--- src/design/hrss_pkg.sv ---
package hrss_pkg;

    localparam int MAX_SOURCES_DEF = 8;
    localparam int ID_BITS_DEF     = 64;
    localparam int RTT_BITS_DEF    = 32;

    localparam logic [7:0] DEFAULT_THRESHOLD = 8'd3;
    localparam logic [7:0] DEFAULT_ALPHA     = 8'd4;
    localparam logic [15:0] RUN_MAX          = 16'hFFFF;
    localparam logic [31:0] TOTAL_MAX        = 32'hFFFF_FFFF;

    localparam logic [2:0] CMD_REGISTER = 3'd0;
    localparam logic [2:0] CMD_SUCCESS  = 3'd1;
    localparam logic [2:0] CMD_FAILURE  = 3'd2;
    localparam logic [2:0] CMD_PICK     = 3'd3;
    localparam logic [2:0] CMD_ENABLE   = 3'd4;

    localparam logic [1:0] ST_OK      = 2'd0;
    localparam logic [1:0] ST_INVALID = 2'd1;
    localparam logic [1:0] ST_FULL    = 2'd2;
    localparam logic [1:0] ST_NONE    = 2'd3;

    localparam logic CFG_THRESHOLD = 1'b0;
    localparam logic CFG_ALPHA     = 1'b1;

    // command broadcast from the controller to every cell
    typedef struct packed {
        logic       clear;    // register new id in the addressed cell
        logic       success;
        logic       failure;
        logic       enable;
        logic [2:0] index;
        logic [7:0] threshold;
    } cell_cmd_t;

endpackage

--- src/design/hrss_divider.sv ---
// restoring divider, one quotient bit per cycle
module hrss_divider #(
    parameter int W = 32
) (
    input  logic         aclk,
    input  logic         aresetn,
    input  logic         start,
    input  logic [W-1:0] dividend,
    input  logic [7:0]   divisor,
    output logic         done,
    output logic [W-1:0] quotient
);
    localparam int CW = $clog2(W + 1);

    logic [W-1:0]  quo_reg;
    logic [8:0]    rem_reg;
    logic [7:0]    dvs_reg;
    logic [CW-1:0] cnt_reg;
    logic          busy_reg;
    logic [8:0]    trial;

    assign trial    = {rem_reg[7:0], quo_reg[W-1]};
    assign quotient = quo_reg;

    always_ff @(posedge aclk) begin
        if (!aresetn) begin
            busy_reg <= 1'b0;
            done     <= 1'b0;
            cnt_reg  <= '0;
        end else begin
            done <= 1'b0;
            if (start) begin
                busy_reg <= 1'b1;
                quo_reg  <= dividend;
                rem_reg  <= '0;
                dvs_reg  <= divisor;
                cnt_reg  <= CW'(W);
            end else if (busy_reg) begin
                if (trial >= {1'b0, dvs_reg}) begin
                    rem_reg <= trial - {1'b0, dvs_reg};
                    quo_reg <= {quo_reg[W-2:0], 1'b1};
                end else begin
                    rem_reg <= trial;
                    quo_reg <= {quo_reg[W-2:0], 1'b0};
                end
                cnt_reg <= cnt_reg - 1'b1;
                if (cnt_reg == CW'(1)) begin
                    busy_reg <= 1'b0;
                    done     <= 1'b1;
                end
            end
        end
    end
endmodule

--- src/design/hrss_cell.sv ---
// one table slot; also one stage of the pick chain
module hrss_cell #(
    parameter int ID_BITS  = 64,
    parameter int RTT_BITS = 32,
    parameter logic [2:0] SLOT = 3'd0
) (
    input  logic                    aclk,
    input  logic                    aresetn,
    input  hrss_pkg::cell_cmd_t     cmd,
    input  logic [ID_BITS-1:0]      new_id,
    input  logic                    rtt_wr,
    input  logic [RTT_BITS-1:0]     rtt_value,
    input  logic [ID_BITS-1:0]      probe_id,
    output logic                    id_match,
    output logic [RTT_BITS-1:0]     rtt_out,
    // pick chain
    input  logic                    spread,
    input  logic [7:0]              load,
    input  logic                    used,
    input  logic                    in_have,
    input  logic [2:0]              in_best,
    input  logic [7:0]              in_load,
    input  logic [15:0]             in_run,
    input  logic [RTT_BITS-1:0]     in_rtt,
    input  logic [31:0]             in_total,
    output logic                    out_have,
    output logic [2:0]              out_best,
    output logic [7:0]              out_load,
    output logic [15:0]             out_run,
    output logic [RTT_BITS-1:0]     out_rtt,
    output logic [31:0]             out_total
);
    import hrss_pkg::*;

    logic [ID_BITS-1:0]  id_reg;
    logic                en_reg;
    logic [15:0]         run_reg;
    logic [31:0]         total_reg;
    logic [RTT_BITS-1:0] rtt_reg;
    logic [15:0]         run_next;
    logic                sel;
    logic                beats;
    logic [RTT_BITS-1:0] rank_rtt;

    assign id_match = used && (id_reg == probe_id);
    assign rtt_out  = rtt_reg;
    assign run_next = (run_reg != RUN_MAX) ? run_reg + 16'd1 : run_reg;

    always_ff @(posedge aclk) begin
        if (!aresetn) begin
            en_reg <= 1'b0;
        end else if (cmd.index == SLOT) begin
            if (cmd.clear) begin
                id_reg    <= new_id;
                en_reg    <= 1'b1;
                run_reg   <= '0;
                total_reg <= '0;
                rtt_reg   <= '0;
            end
            if (cmd.success) begin
                en_reg  <= 1'b1;
                run_reg <= '0;
            end
            if (rtt_wr) rtt_reg <= rtt_value;
            if (cmd.failure) begin
                run_reg <= run_next;
                if (total_reg != TOTAL_MAX) total_reg <= total_reg + 32'd1;
                if ({8'd0, cmd.threshold} <= run_next) en_reg <= 1'b0;
            end
            if (cmd.enable) en_reg <= 1'b1;
        end
    end

    assign rank_rtt = (rtt_reg == '0) ? '1 : rtt_reg;

    always_comb begin
        if (run_reg != in_run)          beats = run_reg < in_run;
        else if (rank_rtt != in_rtt)    beats = rank_rtt < in_rtt;
        else                            beats = total_reg < in_total;
        if (!(used && en_reg))          sel = 1'b0;
        else if (!in_have)              sel = 1'b1;
        else if (spread)                sel = (load < in_load) || (load == in_load && beats);
        else                            sel = beats;
    end

    always_ff @(posedge aclk) begin
        if (!aresetn) begin
            out_have <= 1'b0;
        end else begin
            out_have <= in_have | sel;
        end
        out_best  <= sel ? SLOT : in_best;
        out_load  <= sel ? load : in_load;
        out_run   <= sel ? run_reg : in_run;
        out_rtt   <= sel ? rank_rtt : in_rtt;
        out_total <= sel ? total_reg : in_total;
    end
endmodule

--- src/design/health_ranked_source_selector_top.sv ---
// health-ranked source selector
// input channel s_*: one command transaction (register, success, failure,
// pick, enable); result channel m_*: exactly one status transaction each
// configuration: cfg_we/cfg_index/cfg_data write the failure threshold (0)
// and the rtt divisor (1); zero acts as the default value
// a pick walks the ranking chain one cell per cycle; a success with a stored
// rtt waits for the bit-serial divider, which divides the rtt change by the
// rtt divisor
// one command in flight at a time; s_ready is high once the previous result
// has moved into the output register, so a new command is taken while the
// result still waits for m_ready
// reset (synchronous, aresetn low): empty table, defaults in the registers,
// no result pending
// a stalled receiver holds m_valid and the result; the block then takes at
// most one more command and finishes it into its working state
module health_ranked_source_selector_top #(
    parameter int MAX_SOURCES = hrss_pkg::MAX_SOURCES_DEF,
    parameter int ID_BITS     = hrss_pkg::ID_BITS_DEF,
    parameter int RTT_BITS    = hrss_pkg::RTT_BITS_DEF
) (
    input  logic        aclk,
    input  logic        aresetn,
    input  logic        cfg_we,
    input  logic        cfg_index,
    input  logic [7:0]  cfg_data,
    input  logic        s_valid,
    output logic        s_ready,
    input  logic [2:0]  s_cmd,
    input  logic [63:0] s_source_id,
    input  logic [2:0]  s_source_index,
    input  logic [31:0] s_rtt_ms,
    input  logic        s_prefer_spread,
    input  logic [63:0] s_in_flight_packed,
    output logic        m_valid,
    input  logic        m_ready,
    output logic [1:0]  m_status,
    output logic [2:0]  m_chosen_index
);
    import hrss_pkg::*;

    localparam int NW = MAX_SOURCES > 1 ? $clog2(MAX_SOURCES + 1) : 1;

    typedef enum logic [2:0] {S_IDLE, S_DECODE, S_DIV, S_APPLY, S_PICK, S_DONE} state_t;

    state_t              state_reg;
    logic [7:0]          thr_reg, alpha_reg;
    logic [NW-1:0]       used_reg;
    logic [2:0]          cmd_reg, idx_reg;
    logic [ID_BITS-1:0]  id_reg;
    logic [RTT_BITS-1:0] rtt_in_reg;
    logic                spread_reg;
    logic [63:0]         load_reg;
    logic [1:0]          work_status_reg;
    logic [2:0]          work_index_reg;
    logic [1:0]          res_status_reg;
    logic [2:0]          res_index_reg;
    logic                res_valid_reg;
    logic [NW:0]         pick_cnt_reg;
    logic                up_reg;
    logic [RTT_BITS-1:0] s_cur_reg;
    cell_cmd_t           ccmd;
    logic                rtt_wr;
    logic [RTT_BITS-1:0] rtt_value;
    logic                div_start, div_done;
    logic [RTT_BITS-1:0] div_q;
    logic [RTT_BITS-1:0] diff;
    logic [MAX_SOURCES-1:0] match;
    logic [RTT_BITS-1:0] rtt_rd [MAX_SOURCES];
    logic                slot_ok;
    logic                reg_new;
    logic [1:0]          dec_status;

    logic                ch_have  [MAX_SOURCES+1];
    logic [2:0]          ch_best  [MAX_SOURCES+1];
    logic [7:0]          ch_load  [MAX_SOURCES+1];
    logic [15:0]         ch_run   [MAX_SOURCES+1];
    logic [RTT_BITS-1:0] ch_rtt   [MAX_SOURCES+1];
    logic [31:0]         ch_total [MAX_SOURCES+1];

    // chain head: nothing chosen yet
    assign ch_have[0]  = 1'b0;
    assign ch_best[0]  = '0;
    assign ch_load[0]  = '0;
    assign ch_run[0]   = '0;
    assign ch_rtt[0]   = '0;
    assign ch_total[0] = '0;

    assign slot_ok = {1'b0, idx_reg} < 4'(used_reg) && 32'(idx_reg) < MAX_SOURCES;

    // register of a nonzero id that is not yet in the table and still fits
    assign reg_new = cmd_reg == CMD_REGISTER && id_reg != '0 && match == '0
                     && 32'(used_reg) < MAX_SOURCES;

    genvar g;
    generate
        for (g = 0; g < MAX_SOURCES; g++) begin : g_cell
            hrss_cell #(
                .ID_BITS(ID_BITS), .RTT_BITS(RTT_BITS), .SLOT(3'(g))
            ) u_cell (
                .aclk, .aresetn,
                .cmd(ccmd), .new_id(id_reg), .rtt_wr(rtt_wr), .rtt_value(rtt_value),
                .probe_id(id_reg), .id_match(match[g]), .rtt_out(rtt_rd[g]),
                .spread(spread_reg), .load(load_reg[8*g +: 8]),
                .used(32'(used_reg) > g),
                .in_have(ch_have[g]), .in_best(ch_best[g]), .in_load(ch_load[g]),
                .in_run(ch_run[g]), .in_rtt(ch_rtt[g]), .in_total(ch_total[g]),
                .out_have(ch_have[g+1]), .out_best(ch_best[g+1]),
                .out_load(ch_load[g+1]), .out_run(ch_run[g+1]),
                .out_rtt(ch_rtt[g+1]), .out_total(ch_total[g+1])
            );
        end
    endgenerate

    hrss_divider #(.W(RTT_BITS)) u_div (
        .aclk, .aresetn, .start(div_start), .dividend(diff),
        .divisor(alpha_reg == 8'd0 ? DEFAULT_ALPHA : alpha_reg),
        .done(div_done), .quotient(div_q)
    );

    assign diff = up_reg ? rtt_in_reg - s_cur_reg : s_cur_reg - rtt_in_reg;

    // status of the command held in the decode stage
    always_comb begin
        case (cmd_reg)
            CMD_REGISTER: begin
                if (id_reg == '0)                                    dec_status = ST_INVALID;
                else if (match == '0 && 32'(used_reg) >= MAX_SOURCES) dec_status = ST_FULL;
                else                                                 dec_status = ST_OK;
            end
            CMD_SUCCESS, CMD_FAILURE, CMD_ENABLE:
                dec_status = slot_ok ? ST_OK : ST_INVALID;
            CMD_PICK: dec_status = ST_OK;
            default:  dec_status = ST_INVALID;
        endcase
    end

    // one-cycle pulses toward the cells
    always_comb begin
        ccmd.clear     = 1'b0;
        ccmd.success   = 1'b0;
        ccmd.failure   = 1'b0;
        ccmd.enable    = 1'b0;
        ccmd.index     = idx_reg;
        ccmd.threshold = thr_reg == 8'd0 ? DEFAULT_THRESHOLD : thr_reg;
        rtt_wr         = 1'b0;
        rtt_value      = up_reg ? s_cur_reg + div_q : s_cur_reg - div_q;
        div_start      = 1'b0;
        if (state_reg == S_DECODE && slot_ok) begin
            case (cmd_reg)
                CMD_FAILURE: ccmd.failure = 1'b1;
                CMD_ENABLE:  ccmd.enable  = 1'b1;
                CMD_SUCCESS: ccmd.success = 1'b1;
                default: ;
            endcase
        end
        if (state_reg == S_DECODE && reg_new) begin
            ccmd.clear = 1'b1;
            ccmd.index = 3'(used_reg);
        end
        if (state_reg == S_APPLY) begin
            div_start = s_cur_reg != '0;
            if (s_cur_reg == '0) begin
                rtt_wr    = 1'b1;
                rtt_value = rtt_in_reg;
            end
        end
        if (state_reg == S_DIV && div_done) rtt_wr = 1'b1;
    end

    assign s_ready = state_reg == S_IDLE && aresetn;
    assign m_valid = res_valid_reg;
    assign m_status = res_status_reg;
    assign m_chosen_index = res_index_reg;

    always_ff @(posedge aclk) begin
        if (!aresetn) begin
            state_reg     <= S_IDLE;
            thr_reg       <= DEFAULT_THRESHOLD;
            alpha_reg     <= DEFAULT_ALPHA;
            used_reg      <= '0;
            res_valid_reg <= 1'b0;
            pick_cnt_reg  <= '0;
        end else begin
            if (cfg_we) begin
                if (cfg_index == CFG_THRESHOLD) thr_reg <= cfg_data;
                else                            alpha_reg <= cfg_data;
            end
            // output register drains unless it is refilled in the same cycle
            if (m_valid && m_ready && state_reg != S_DONE) res_valid_reg <= 1'b0;
            case (state_reg)
                S_IDLE: if (s_valid) begin
                    cmd_reg    <= s_cmd;
                    id_reg     <= s_source_id[ID_BITS-1:0];
                    idx_reg    <= s_source_index;
                    rtt_in_reg <= RTT_BITS'(s_rtt_ms);
                    spread_reg <= s_prefer_spread;
                    load_reg   <= s_in_flight_packed;
                    state_reg  <= S_DECODE;
                end
                S_DECODE: begin
                    work_status_reg <= dec_status;
                    work_index_reg  <= '0;
                    case (cmd_reg)
                        CMD_REGISTER: begin
                            if (reg_new) used_reg <= used_reg + 1'b1;
                            state_reg <= S_DONE;
                        end
                        CMD_SUCCESS: begin
                            if (slot_ok) begin
                                s_cur_reg <= rtt_rd[idx_reg[$clog2(MAX_SOURCES)-1:0]];
                                up_reg    <= rtt_in_reg >=
                                             rtt_rd[idx_reg[$clog2(MAX_SOURCES)-1:0]];
                                state_reg <= S_APPLY;
                            end else begin
                                state_reg <= S_DONE;
                            end
                        end
                        CMD_PICK: begin
                            pick_cnt_reg <= '0;
                            state_reg    <= S_PICK;
                        end
                        default: state_reg <= S_DONE;
                    endcase
                end
                S_APPLY: state_reg <= (s_cur_reg == '0) ? S_DONE : S_DIV;
                S_DIV:   if (div_done) state_reg <= S_DONE;
                S_PICK: begin
                    pick_cnt_reg <= pick_cnt_reg + 1'b1;
                    if (32'(pick_cnt_reg) == MAX_SOURCES) begin
                        if (ch_have[MAX_SOURCES]) work_index_reg <= ch_best[MAX_SOURCES];
                        else work_status_reg <= ST_NONE;
                        state_reg <= S_DONE;
                    end
                end
                S_DONE: if (!res_valid_reg || m_ready) begin
                    res_valid_reg  <= 1'b1;
                    res_status_reg <= work_status_reg;
                    res_index_reg  <= work_index_reg;
                    state_reg      <= S_IDLE;
                end
                default: state_reg <= S_IDLE;
            endcase
        end
    end
endmodule
--- config.mk ---
export PLATFORM = sky130hd
export DESIGN_NAME = health_ranked_source_selector_top
export DESIGN_NICKNAME = d
export VERILOG_FILES = /design/src/design/hrss_pkg.sv /design/src/design/hrss_divider.sv /design/src/design/hrss_cell.sv /design/src/design/health_ranked_source_selector_top.sv
export SDC_FILE = /design/constraint.sdc
export NUM_CORES = 2
export LEC_CHECK = 0
export BUFFER_PORTS_ARGS = -buffer_cell sky130_fd_sc_hd__buf_2
export CAP_MARGIN = 20
export CORE_MARGIN = 3
export CORE_UTILIZATION = 30
export DETAILED_ROUTE_END_ITERATION = 7
export SETUP_SLACK_MARGIN = 0.3
export SLEW_MARGIN = 20
export SYNTH_ARGS = -nofsm -noshare
export SYNTH_HDL_FRONTEND = slang
export SYNTH_SLANG_ARGS = --single-unit
--- constraint.sdc ---
create_clock -name aclk -period 17.76 [get_ports aclk]
set_input_delay 0.888 -clock aclk [delete_from_list [all_inputs] [get_ports aclk]]
set_output_delay 0.888 -clock aclk [all_outputs]
set_load 0.01 [all_outputs]
# ---- Word level (Yosys, flattened, before mapping)
# Index checks and enable logic that the tools add are counted.
dict set report word_totals {
  inputBits 181
  word_cells 579
  reg_bits 2096
  output_inout_bits 7
}
dict set report classes {
  mux 204
  n_reduce_logical 111
  magnitude_cmp 50
  n_eq_ne 71
  n_bitwise 11
  add_sub_neg 24
}
# op count
set op_table {}
lappend op_table {{32-bit 2-to-1 mux} 54}
lappend op_table {{64-bit == test} 8}
lappend op_table {{32-bit less-than comparator} 14}
lappend op_table {{16-bit 2-to-1 mux} 24}
lappend op_table {{32-bit zero test} 9}
lappend op_table {{32-bit by 1-bit adder with 32-bit output, second input constant} 8}
lappend op_table {{32-bit != test, second input constant} 8}
lappend op_table {{32-bit != test} 7}
lappend op_table {{16-bit by 1-bit adder with 16-bit output, second input constant} 8}
lappend op_table {{8-bit by 16-bit <= comparator with 1-bit output} 8}
lappend op_table {{16-bit != test, second input constant} 8}
lappend op_table {{16-bit less-than comparator} 7}
lappend op_table {{16-bit != test} 7}
lappend op_table {{32-bit binary-select mux with 3-bit select} 1}
lappend op_table {{32-bit subtractor} 3}
lappend op_table {{1-bit 2-to-1 mux} 93}
lappend op_table {{3-bit AND reduction} 27}
lappend op_table {{8-bit 2-to-1 mux} 9}
lappend op_table {{64-bit zero test} 1}
lappend op_table {{64-bit nonzero test} 1}
lappend op_table {{8-bit == test} 7}
lappend op_table {{8-bit less-than comparator} 7}
lappend op_table {{1-bit logical AND} 33}
lappend op_table {{32-bit adder} 1}
lappend op_table {{other kinds (43)} 118}

# ---- Logic depth before layout (Yosys ltp)
dict set report depth {
  word_depth 12
  ltp_mapped 21
  mapped_depth_nobuf 21
}

# ---- Cells and area by module
# A second synthesis with hierarchy kept.
dict set report unflattened {
  cells_unflattened 11742
  hier_area_um2 124903.5
}
# module seq_area_each_um2 cells_each n_inst area_per_inst_um2
set modules_own_cells {}
lappend modules_own_cells {{hrss_cell at g_cell[5].u_cell ...} 6185.9 1122 2 12846.1}
lappend modules_own_cells {health_ranked_source_selector_top 6886.6 1647 1 16928.7}
lappend modules_own_cells {{hrss_cell at g_cell[0].u_cell} 6185.9 1470 1 14256.2}
lappend modules_own_cells {{hrss_cell at g_cell[7].u_cell} 6185.9 1298 1 13412.9}
lappend modules_own_cells {{hrss_cell at g_cell[3].u_cell} 6185.9 1282 1 13405.4}
lappend modules_own_cells {{hrss_cell at g_cell[4].u_cell} 6185.9 1349 1 13213.9}
lappend modules_own_cells {{hrss_cell at g_cell[2].u_cell} 6185.9 1122 1 12862.3}
lappend modules_own_cells {{hrss_cell at g_cell[1].u_cell} 6185.9 1128 1 12359.4}
lappend modules_own_cells {hrss_divider 1601.5 202 1 2772.7}

# ---- Worst setup path after synthesis
# No wires, ideal clock.
dict set report synth_path {
  path_kind {register to register}
  start {reg id_reg[11]}
  end {reg g_cell[6].u_cell.id_reg[0] (enable)}
  path_slack_ps 10491
  arrival_time_ps 6704
  stages_incl_launch_ff 13
  setup_time_ps 565
  path_buffers 4
  period_less_slack_ps 7269
  t_required_ps 17195
  path_cell_list {edfxtp_1 clkbuf_1 nor4_1 nand4_1 nor4_1 nor4_1 o21ai_0 nor4_1 nand4b_1 buf_2 buf_2 buf_2 nor3_1}
}
dict set report synth_via {
  elab_chain_len 9
  elab_cells_between_ends 26
  classes_between {eq/ne: 9; mux: 2; reduce/logical: 15}
}
# element line_no
set synth_lines {}
lappend synth_lines {{start, declared} health_ranked_source_selector_top.sv:49} ;# logic [ID_BITS-1:0] id_reg;
lappend synth_lines {{start signal, assigned} health_ranked_source_selector_top.sv:193} ;# id_reg <= s_source_id[ID_BITS-1:0];
lappend synth_lines {{64-bit == test} hrss_cell.sv:45} ;# assign id_match = used && (id_reg == probe_id);
lappend synth_lines {{1-bit logical AND} hrss_cell.sv:45}
lappend synth_lines {{8-bit zero test} health_ranked_source_selector_top.sv:91} ;# assign reg_new = cmd_reg == CMD_REGISTER && id_reg != '0 && match == '0
lappend synth_lines {{1-bit logical AND *} health_ranked_source_selector_top.sv:91}
lappend synth_lines {{1-bit logical AND *} health_ranked_source_selector_top.sv:92} ;# && 32'(used_reg) < MAX_SOURCES;
lappend synth_lines {{1-bit logical AND *} health_ranked_source_selector_top.sv:156} ;# if (state_reg == S_DECODE && reg_new) begin
lappend synth_lines {{3-bit 2-to-1 mux} health_ranked_source_selector_top.sv:156}
lappend synth_lines {{3-bit == test} hrss_cell.sv:52} ;# end else if (cmd.index == SLOT) begin
lappend synth_lines {{3-bit AND reduction (no source line) *} n/a}
lappend synth_lines {{end signal, assigned} hrss_cell.sv:54} ;# id_reg <= new_id;
lappend synth_lines {{end, declared} hrss_cell.sv:35} ;# logic [ID_BITS-1:0] id_reg;
# Every way passes the cells marked *; elsewhere a longest branch is shown, timed or not.
# A chain may end at the register's enable or synchronous reset.

# ---- Final worst setup path
dict set report layout_path {
  start {reg used_reg[1]}
  end {reg g_cell[4].u_cell.id_reg[52] (enable)}
}
dict set report layout_via {
  elab_chain_len 9
  elab_cells_between_ends 25
  classes_between {order compare: 9; eq/ne: 1; mux: 2; reduce/logical: 13}
}
# element line_no
set layout_lines {}
lappend layout_lines {{start, declared} health_ranked_source_selector_top.sv:47} ;# logic [NW-1:0] used_reg;
lappend layout_lines {{start signal, assigned} health_ranked_source_selector_top.sv:205} ;# if (reg_new) used_reg <= used_reg + 1'b1;
lappend layout_lines {{4-bit by 1-bit > comparator with 1-bit output (tied with other cells)} health_ranked_source_selector_top.sv:104} ;# .used(32'(used_reg) > g),
lappend layout_lines {{1-bit logical AND} hrss_cell.sv:45}
lappend layout_lines {{8-bit zero test} health_ranked_source_selector_top.sv:91}
lappend layout_lines {{1-bit logical AND} health_ranked_source_selector_top.sv:91}
lappend layout_lines {{1-bit logical AND} health_ranked_source_selector_top.sv:92}
lappend layout_lines {{1-bit logical AND} health_ranked_source_selector_top.sv:156}
lappend layout_lines {{3-bit 2-to-1 mux} health_ranked_source_selector_top.sv:156}
lappend layout_lines {{3-bit == test} hrss_cell.sv:52}
lappend layout_lines {{3-bit AND reduction (no source line) *} n/a}
lappend layout_lines {{end signal, assigned} hrss_cell.sv:54}
lappend layout_lines {{end, declared} hrss_cell.sv:35}
# Marked as above.

==> results.txt <==
----------------------------------------------------
[Outcome]
  Outcome ... complete, no violations

[Worst setup path]
  Type of origin of the critical path ... flop
  Launch point of the critical path ... used_reg[1]$_SDFFE_PN0P_
  Worst reg2reg startpoint ... used_reg[1]$_SDFFE_PN0P_
  Arrival time reported for the critical path endpoint ... 7.58 ns
  Reg-to-reg slack, setup ... 10.66 ns
  Required time at the endpoint of the critical path ... between 15 and 20 ns
  Depth of the worst register-to-register path ... 14
  Critical path start-end classification ... flop to flop
  Critical register-to-register path endpoint ... g_cell[4].u_cell.id_reg[52]$_DFFE_PP_
  Biggest fanout along the worst timing path ... 51
  Kind of capture point of the worst setup path ... flop

[Detailed routing]
  Antenna-violating nets left ... 0
  Vias ... 75401
  Detail-routed net length per standard cell ... 20.0 um
  Router iterations before antenna repair ... 6
  # DRC ... 0
  Via/cell ratio ... 4.97
  Total length of routed wires ... around 300000 um
  Iter 0 DRT Violations ... 6131

[STA]
  Largest clock skew in the final design ... 0.0723 ns
  Number of failing setup endpoints in the final timing report ... 0
  Slew at the pin closest to its max-slew limit ... 1.10 ns
  Worst hold-check slack ... 0.164 ns
  Headroom to the max-slew limit ... 24.7%
  Hold violation total from the final report ... 0
  Part of the cycle the worst path needs ... 40.0%
  Final period demand of the worst path ... 7.10 ns
  Setup repair after global routing missed its margin ... false
  Setup tns final ... 0 ns
  Max-slew violations ... 0
  Peak clock frequency supported by timing ... between 100 and 150 MHz

[Clock tree]
  Number of sinks on the clock net ... 2096
  CTS clock-pin slew for the worst setup and hold paths ... 0.06 ns
  CTS tree ... done
  Gates resized, CTS repair ... 0
  Clock root buffer master ... sky130_fd_sc_hd__clkbuf_16
  Number of buffers inserted for hold repair after clock tree synthesis ... 0
  Maximum level of the CTS H-tree ... 4
  Max clock buf depth ... 4
  Clk_lat worst skew ... 0.90 ns
  Clock buffers created by TritonCTS ... 227
  Total setup buffers inserted after CTS ... 0

[Floorplan]
  I/O Pins ... 188
  Width of the die ... 609 um
  Die Y-Extent ... 609 um
  Die area ... 371000 um2
  Core Footprint ... 361000 um2
  Cell row count ... 220
  Initial core utilization ... 30.3%

[Synth]
  Number of synthesized flops with an enable pin ... between 1000 and 1500
  Biggest area consumer among synthesized cells ... sky130_fd_sc_hd__edfxtp_1
  Syn_area_per_cell ... 10.9 um2
  Top cells by area in the synthesized netlist ... sky130_fd_sc_hd__edfxtp_1, sky130_fd_sc_hd__dfxtp_1, sky130_fd_sc_hd__ha_1
  Count of mapped cells out of synthesis ... 9988
  Cell variety after synth ... 92
  Part of the Yosys area used for sequential elements ... 51.3%
  Prevailing post-synth register cell ... sky130_fd_sc_hd__edfxtp_1
  Synth Cell Area ... between 100000 and 150000 um2
  Post-synth top cells ... sky130_fd_sc_hd__edfxtp_1, sky130_fd_sc_hd__ha_1, sky130_fd_sc_hd__inv_1
  Synthesized flop and latch total ... 2096
  Fraction of synthesis flops using an asynchronous set or reset pin ... 0%
  Warnings, synthesis ... 0
  Most repeated cell in the gate-level netlist after synthesis ... sky130_fd_sc_hd__edfxtp_1
  Net count after synthesis ... 11006
  Proportion of netlist area held by the largest area contributor ... 38.8%

[Min path]
  Kind of path behind the tightest hold check ... primary input to flop
  Hold Crit Start ... s_rtt_ms[24]
  Cell depth of the worst hold path ... 1
  Hold Crit Endpoint ... rtt_in_reg[24]$_DFFE_PP_

[Global routing]
  Number of global-route vias before repair ... 72924
  Combined global-route utilization of all metal layers ... 15.9%
  Global route overflow ... 0
  Largest net degree at the start of global routing ... a little over 90
  Global-route wire length before repair ... 457000 um
  Initial antenna violation count ... 15

[Place]
  Post-DP HPWL ... roughly 220000 um
  Final weighted congestion in routability-driven placement ... 0.888
  Port bufs ... 187

[Final layout]
  Synthesis-to-layout area growth ... 13.1%
  Fin nets ... 11204
  Sequential Area ... roughly 56000 um2
  Area taken by multi-input logic gates ... 48700 um2
  Fraction of final layout cells sized beyond drive strength 1 ... ~14%
  Filler Cell Count ... 35756
  Max FFs per register ... 512

[Power]
  Highest ir drop seen on vdd ... 0.0000851 V
  Power, Total ... 10400 uW
  Total power per unit cell area ... 84.5 nW/um2
  Leak Pwr ... 0.0452 uW

[Job]
  Reported max-cap violation count ... 0

----------------------------------------------------
final cells by class:
class,instances,share of cell area (%)
antenna,10,0.0203
clock buffer,296,5.10
clock inverter,127,0.993
inverter,814,2.47
multi-input combinational,6697,39.4
sequential,2096,45.4
tap,4773,4.83
timing repair buffer,350,1.79
worst max path at each step:
| stage | cells after the start | to | slack [ns] |
|---|---|---|---|
| 3_5_place_dp | 14 | g_cell[4].u_cell.id_reg[22]$_DFFE_PP_ | 10.79 |
| 4_1_cts | 14 | g_cell[4].u_cell.id_reg[29]$_DFFE_PP_ | 10.74 |
| 6_report | 14 | g_cell[4].u_cell.id_reg[52]$_DFFE_PP_ | 10.66 |
| 5_1_grt | 14 | g_cell[4].u_cell.id_reg[14]$_DFFE_PP_ | 10.42 |
| 3_3_place_gp | 15 | g_cell[6].u_cell.out_rtt[23]$_DFF_P_ | 10.83 |
| 2_1_floorplan | 12 | g_cell[6].u_cell.id_reg[0]$_DFFE_PP_ | 10.49 |
cell families after synthesis:
family | count (synthesis) | synth area share, %
mux | 553 | 6.28
buf+inv | 1195 | 4.32
compound gates | 1791 | 9.88
flops | 2096 | 51.3
fa+ha+maj | 837 | 9.62
xor+xnor | 670 | 5.37
simple gates | 2846 | 13.2
report_power, final:
part	switching, uW	internal [uW]
registers	38.6	5220
clock network	2040	2780
logic	234	133
total	2310	8130
metal layers:
layer  wire, um  global-route usage [%]
met2     138000                    25.5
met5          0                       0
met3      17900                    2.16
met1     136000                    21.7
met4      11500                    5.76
critical path: stages, from the launching register on:
cell,delay [ns]
sky130_fd_sc_hd__dfxtp_1,0.49
sky130_fd_sc_hd__inv_1,0.23
sky130_fd_sc_hd__ha_1,0.31
sky130_fd_sc_hd__o21ai_1,0.86
sky130_fd_sc_hd__nand4_1,0.19
sky130_fd_sc_hd__or4_1,0.61
sky130_fd_sc_hd__nor4_1,0.89
sky130_fd_sc_hd__nor4_1,0.22
sky130_fd_sc_hd__nand4b_1,0.17
sky130_fd_sc_hd__buf_4,0.55
sky130_fd_sc_hd__inv_2,0.44
sky130_fd_sc_hd__nor2_1,0.19
sky130_fd_sc_hd__o21ai_1,0.18
sky130_fd_sc_hd__nor2_4,0.54
sky130_fd_sc_hd__buf_4,0.66
cell usage in the layout (no fill, tap or decap), drive strengths merged, types with 25 or more instances in the layout:
cell	synthesis	routed
nand2	733	733
nor4	182	182
ha	833	833
o211ai	35	35
a2111oi	25	25
nand3	231	231
nand4	315	315
and3	115	115
a31oi	92	92
clkbuf	215	296
a22o	39	39
o21ai	739	739
xor2	253	253
o31ai	72	72
dfxtp	686	686
and4	27	27
a211oi	37	37
nor2b	122	122
nand2b	93	93
inv	814	831
mux4	64	64
mux2i	69	69
clkinv	0	81
nor2	518	518
o21a	74	74
edfxtp	1410	1410
a21oi	376	376
or2	231	231
buf	166	350
xnor2	417	417
a21o	158	158
mux2	420	420
and2	101	101
nor3	120	120
or3	26	26
metrics by stage:
step                      util, %  worst slack (ns)  cells  area [um2]
after floorplan                 -             10.49   9988      109000
after global placement       32.1             10.83  14727      116000
after detailed placement     32.1             10.79  14729      116000
after CTS                    34.2             10.74  15152      124000
after global routing         34.2             10.42  15160      124000
final                        34.2             10.66  15163      124000
(Power assumes the default switching activity.)
